`config.mk`:
```
export PLATFORM = sky130hd
export DESIGN_NAME = sidc_div_pipe
export DESIGN_NICKNAME = d
export VERILOG_FILES = /design/src/rtl/sidc_div_pipe.sv
export SDC_FILE = /design/constraint.sdc
export NUM_CORES = 2
export LEC_CHECK = 0
export ABC_AREA = 0
export BUFFER_PORTS_ARGS = -buffer_cell sky130_fd_sc_hd__buf_2
export CAP_MARGIN = 5
export CORE_ASPECT_RATIO = 0.9
export CORE_MARGIN = 2
export CORE_UTILIZATION = 40
export DETAILED_ROUTE_END_ITERATION = 12
export PLACE_DENSITY = 0.57
export SETUP_SLACK_MARGIN = 0.05
export SYNTH_ARGS = -nofsm -noshare
export SYNTH_HDL_FRONTEND = slang
export SYNTH_SLANG_ARGS = --single-unit
```
`constraint.sdc`:
```
create_clock -name aclk -period 10.3 [get_ports aclk]
set_clock_uncertainty 0.05 [all_clocks]
set_input_delay 2.575 -clock aclk [delete_from_list [all_inputs] [get_ports aclk]]
set_output_delay 2.575 -clock aclk [all_outputs]
set_load 0.02 [all_outputs]
```
`src/rtl/sidc_div_pipe.sv`:
```
// Pipelined restoring divider, one quotient bit per register stage.
// Rounds nothing itself; the caller adds half the divisor to the numerator.
// Depends on nothing but the clock enable given by the top level.
`default_nettype none

module sidc_div_pipe #(
    parameter int NUM_W = 49,
    parameter int DEN_W = 34,
    parameter int QUO_W = 17
) (
    input  wire logic             aclk,
    input  wire logic             aresetn,
    input  wire logic             en,
    input  wire logic             in_valid,
    input  wire logic             in_last,
    input  wire logic [NUM_W-1:0] in_num,
    input  wire logic [DEN_W-1:0] in_den,
    output logic                  out_valid,
    output logic                  out_last,
    output logic [QUO_W-1:0]      out_quo
);

    logic [DEN_W-1:0] rem_reg [QUO_W];
    logic [QUO_W-1:0] low_reg [QUO_W];
    logic [QUO_W-1:0] quo_reg [QUO_W];
    logic [DEN_W-1:0] den_reg [QUO_W];
    logic             v_reg   [QUO_W];
    logic             l_reg   [QUO_W];

    logic [DEN_W-1:0] rem_in [QUO_W];
    logic [QUO_W-1:0] low_in [QUO_W];
    logic [QUO_W-1:0] quo_in [QUO_W];
    logic [DEN_W-1:0] den_in [QUO_W];
    logic             v_in   [QUO_W];
    logic             l_in   [QUO_W];

    for (genvar g = 0; g < QUO_W; g++) begin : g_stage
        logic [DEN_W:0]   trial;
        logic [DEN_W:0]   diff;
        logic             ge;
        logic [DEN_W-1:0] rem_next;

        if (g == 0) begin : g_first
            assign rem_in[g] = DEN_W'(in_num >> QUO_W);
            assign low_in[g] = in_num[QUO_W-1:0];
            assign quo_in[g] = '0;
            assign den_in[g] = in_den;
            assign v_in[g]   = in_valid;
            assign l_in[g]   = in_last;
        end else begin : g_next
            assign rem_in[g] = rem_reg[g-1];
            assign low_in[g] = low_reg[g-1];
            assign quo_in[g] = quo_reg[g-1];
            assign den_in[g] = den_reg[g-1];
            assign v_in[g]   = v_reg[g-1];
            assign l_in[g]   = l_reg[g-1];
        end

        assign trial    = {rem_in[g], low_in[g][QUO_W-1]};
        assign diff     = trial - {1'b0, den_in[g]};
        assign ge       = trial >= {1'b0, den_in[g]};
        assign rem_next = ge ? diff[DEN_W-1:0] : trial[DEN_W-1:0];

        always_ff @(posedge aclk) begin
            if (!aresetn) begin
                v_reg[g] <= 1'b0;
            end else if (en) begin
                v_reg[g] <= v_in[g];
            end
        end

        always_ff @(posedge aclk) begin
            if (en) begin
                rem_reg[g] <= rem_next;
                low_reg[g] <= {low_in[g][QUO_W-2:0], 1'b0};
                quo_reg[g] <= {quo_in[g][QUO_W-2:0], ge};
                den_reg[g] <= den_in[g];
                l_reg[g]   <= l_in[g];
            end
        end
    end

    assign out_valid = v_reg[QUO_W-1];
    assign out_last  = l_reg[QUO_W-1];
    assign out_quo   = quo_reg[QUO_W-1];

endmodule

`default_nettype wire

```
After elaboration in Yosys (flattened, before gate mapping):

Memories as Yosys holds them, arrays and structs flattened.
Index checks and enable logic that the tools add are counted.

* RAM bits: 1751
* output and inout port bits: 19
* memories kept: 6
* logic and storage cells: 96
* flip-flop bits (word level): 0
* input bits: 88

* bitwise operators: 17
* $lt $le $gt $ge: 17
* $add $sub $neg: 17
* mux-type cells: 39

Memories
* den_reg: depth 17, bits a word 34, read ports 16, clocked after memory_dff 0, wr ports 17, RTL line 26 `logic [DEN_W-1:0] den_reg [QUO_W];`
* rem_reg: depth 17, bits a word 34, read ports 16, clocked after memory_dff 0, wr ports 17, RTL line 23 `logic [DEN_W-1:0] rem_reg [QUO_W];`
* quo_reg: depth 17, bits a word 17, read ports 17, clocked after memory_dff 0, wr ports 17, RTL line 25 `logic [QUO_W-1:0] quo_reg [QUO_W];`
* low_reg: depth 17, bits a word 16, read ports 16, clocked after memory_dff 0, wr ports 17, RTL line 24 `logic [QUO_W-1:0] low_reg [QUO_W];`
* l_reg: depth 17, bits a word 1, read ports 17, clocked after memory_dff 0, wr ports 17, RTL line 28 `logic l_reg [QUO_W];`
* v_reg: depth 17, bits a word 1, read ports 17, clocked after memory_dff 0, wr ports 17, RTL line 27 `logic v_reg [QUO_W];`

Operators with widths (count)
* $mux 34: 17
* $ge 35x34->1: 16
* $sub 34x34->34: 16
* $ge 33x34->1: 1
* $sub 33x34->34: 1
* $mux 1: 22
* $or 1x1->1: 17

Logic depth before layout (Yosys ltp):

* depth in word-level cells: 4
* depth in mapped cells: 16
* depth with buffers taken out: 15

Worst setup path before layout:

Ideal clock, no wire load.

* path kind: input port to flip-flop
* start point: input port in_num[16]
* end point: memory rem_reg[0][26] (data pin)
* data required time: 9990 ps
* arrival: 5501 ps
* stages on the path: 15
* setup time: 260 ps
* path slack: 4490 ps
* path buffers: 1
* cells stage by stage: inv_1 ha_1 fa_1 nor2b_1 o21ai_0 nand2b_1 a221oi_1 o31ai_2 a311oi_1 o31a_1 o211ai_1 a21oi_1 nor2_2 buf_2 mux2_2

RTL lines
* start, declared: RTL line 16 `input wire logic [NUM_W-1:0] in_num,`
* end, declared: RTL line 23

==> impl_results.md <==
* CP endpoint: rem_reg[0][2]$_DFFE_PP_
* Syn Nets at 7487
* Routed wire length per instance at 17.1 um
* Vias at 50.3k
* Fmax at 162 MHz
* Final Max Slew Viols at 0
* Top routing layer in use: met4
* R2R depth at 15
* Reg2Reg Capture Point: rem_reg[0][540]$_DFFE_PP_
* Synth Area in Adders at 0.0964
* Final wirelength at 164 mm
* Post-synthesis mux area share at 0.0321
* Critical path class: in2reg
* CP startpoint: in_num[16]
* CTS tree: built
* DRC at 0
* Synth Area in Simple Gates at 0.0828
* Clock tree buffer depth at 3
* Post-Syn Instances at 6806
* Pre-CTS WS at 3.32 ns
* Final setup margin at 4.13 ns
* Met3 WL at 4.94 mm
* PwrDens at 303 mW/mm2
* Initial antenna violation count at 1
* CP Max Fanout at 34
* Post-synthesis xor/xnor area fraction at 0.0543
* Die area at 0.199 mm2
* Vias in the first global route at 51.4k
* Crit path DAT at 6.66 ns
* Synth warnings at 0
* Number of buffers created by CTS at 162
* Resize count post-CTS at 0
* Initial core utilization at 0.404
* Avg Cell Area, Syn at 11.5 um2
* Required time of the critical path at 10.79 ns
* Vias per cell at 5.22
* Least-Margin Pin Slew at 1.13 ns
* Floorplan row count at 153
* Sequential area share after synthesis at 0.541
* Metal2 WL at 85.4 mm
* Yosys reg bits at 1411
* DR pass1 iterations at 5
* Htree depth at 4
* Leak pwr at 35.5 nW
* Max-cap violations at 0
* RSZ-0062 raised after global routing: false
* Period Utilization, post-route at 0.599
* FF-to-FF setup slack at 5.17 ns
* Worst Hold Slack at 0.362 ns
* Final #Nets at 7630
* Worst VDD drop at 0.000182 V
* Wl on met1 at 64.7 mm
* R2R Path Start: low_reg[0][239]$_DFFE_PP_
* GP Congestion at 0.900
* Die width at 470 um
* Setup_tns at 0 ns
* Hold Violations, Final at 0
* Setup violations, final at 0
* Core Util, Final at 0.449
* HPWL after DPL at 124 mm
* Core area at 0.194 mm2
* Slew margin rel. at 0.245
* Detail Route Antenna Nets at 0
* Maximum number of pins on one net before global-route repair at 186
* Area Overhead vs Synth at 11.1%
* Post-synth EDFFs at 1410
* Postcts setup bufs at 0
* Cell Area, Synth at 0.0782 mm2
* Worst setup SP type: primary input
* GRT Util Overall at 0.163
* Root buffer cell: clkbuf_16
* Top_reg_cell synth: edfxtp_1
* Compound-Gate Fraction of Synth Area at 0.149
* Main combinational cell family by area after synthesis: compound AO/OA/AOI/OAI gates
* Clock Pin Slew Worst Setup and Hold Paths at 0.06 ns
* Crit end category: flop
* Top-level I/O count at 107
* Distinct cell type count after synthesis at 91
* GRT overflow at 0
* Initial DRC Count at 2814
* CTS sink cnt at 1411
* Post-CTS Hold Buffers at 0
* Fin cells at 9636
* Status: finished clean
* Final Critical Period at 6.17 ns
* First-pass GRT wire length at 265 mm
* Fraction of layout cells with a size suffix above 1 at 0.0938
* Worst min-delay path class: reg2reg
* Clock latency on the worst-skew pair at 0.80 ns
* IO buf count at 106
* Async S/R FF share, synth at 0
* Die Y at 424 um
* Placed Instances at 9342
## cell type report
cell class,count,area [um2]
timing repair buffer,145,901
sequential,1411,42400
inverter,733,2750
antenna,1,2.50
clock buffer,203,4310
tap,2557,3200
multi-input combinational,4496,32500
clock inverter,90,843
fill,17700,107000
## kinds of logic after synthesis
logic type / count (synthesis)
AND/OR/NAND/NOR: 1358
XOR/XNOR: 485
flip-flops: 1411
buffers and inverters: 899
multiplexers: 224
AO/OA/AOI/OAI: 1836
adder cells (fa/ha/maj): 593
## power breakdown
group	internal [mW]	switching [mW]
logic	5.10	6.55
registers	8.37	0.697
clock network	3.29	2.29
## layout by cell type, fill, tap and decap left out, drive strengths merged, types with 18 or more instances in the layout
cell / synthesis / routed
and4: 19 / 19
nor2b: 70 / 70
a31oi: 67 / 67
a211oi: 39 / 39
nor3: 58 / 58
o31ai: 29 / 29
nand4: 100 / 100
and2: 30 / 30
mux2: 214 / 214
nor4: 24 / 24
clkinv: 0 / 66
edfxtp: 1410 / 1410
o21ai: 343 / 343
nand3: 87 / 87
nand2b: 57 / 57
ha: 577 / 577
a21oi: 662 / 662
clkbuf: 114 / 203
a221oi: 18 / 18
a41oi: 20 / 20
xor2: 175 / 175
nor2: 476 / 476
nand2: 308 / 308
buf: 52 / 145
a21o: 338 / 338
o21bai: 72 / 72
o211ai: 24 / 24
inv: 733 / 738
and3: 58 / 58
xnor2: 310 / 310
o21a: 74 / 74
## metrics by stage
stage               cell area, um2  total power, mW
finish                       86900             26.3
detailed placement           81700             20.7
CTS                          86900             26.5
global route                 86900             28.2
floorplan                    78200             17.9
global placement             81700             20.6
## critical path, cell delays in order
cell and delay [ns]:
buf_2 0.07, inv_1 0.04, ha_1 0.21, fa_1 0.40, nor2b_1 0.12, o21ai_0 0.08, nand2b_1 0.13, a221oi_1 0.12
o31ai_2 0.58, a311oi_1 0.29, o31a_1 0.42, o211ai_1 0.23, a21oi_1 0.14, nor2_4 0.78, mux2_2 0.42
## synth_stat cells, types with 28 or more instances
| library cell | number | area share |
|---|---|---|
| o21a_1 | 74 | 0.0071 |
| xnor2_1 | 310 | 0.035 |
| inv_1 | 733 | 0.035 |
| nor2_1 | 475 | 0.023 |
| nor2b_1 | 70 | 0.0056 |
| nand4_1 | 100 | 0.0080 |
| and2_1 | 28 | 0.0022 |
| buf_2 | 43 | 0.0028 |
| mux2_2 | 214 | 0.031 |
| a21oi_1 | 660 | 0.042 |
| nor3_1 | 56 | 0.0036 |
| edfxtp_1 | 1410 | 0.54 |
| a21o_1 | 338 | 0.032 |
| o21bai_1 | 71 | 0.0068 |
| and3_1 | 58 | 0.0046 |
| nand3_1 | 87 | 0.0056 |
| a211oi_1 | 39 | 0.0037 |
| clkbuf_1 | 114 | 0.0055 |
| o21ai_0 | 328 | 0.021 |
| nand2_1 | 308 | 0.015 |
| o31ai_1 | 28 | 0.0027 |
| xor2_1 | 175 | 0.020 |
| nand2b_1 | 57 | 0.0046 |
| a31oi_1 | 65 | 0.0052 |
| ha_1 | 577 | 0.092 |
## metal layers
layer  global-route usage  vias to the layer above
met2                0.305                      899
li1                     -                    25300
met5                    0                        -
met1                0.174                    23600
met3               0.0255                      446
met4               0.0911                        0
## worst min-delay path by stage
stage | startpoint | to | slack [ns] | cells past startpoint
final | quo_reg[1][56]$_DFFE_PP_ | quo_reg[1][74]$_DFFE_PP_ | 0.36 | 0
after global routing | quo_reg[1][56]$_DFFE_PP_ | quo_reg[1][74]$_DFFE_PP_ | 0.36 | 0
after CTS | quo_reg[1][56]$_DFFE_PP_ | quo_reg[1][74]$_DFFE_PP_ | 0.36 | 0
after detailed placement | l_reg[0][13]$_DFFE_PP_ | l_reg[0][14]$_DFFE_PP_ | 0.35 | 0
after global placement | quo_reg[1][98]$_DFFE_PP_ | quo_reg[1][116]$_DFFE_PP_ | 0.35 | 0
after floorplan | l_reg[0][9]$_DFFE_PP_ | l_reg[0][10]$_DFFE_PP_ | 0.35 | 0
Note: power is estimated with default switching activity, not from simulation.
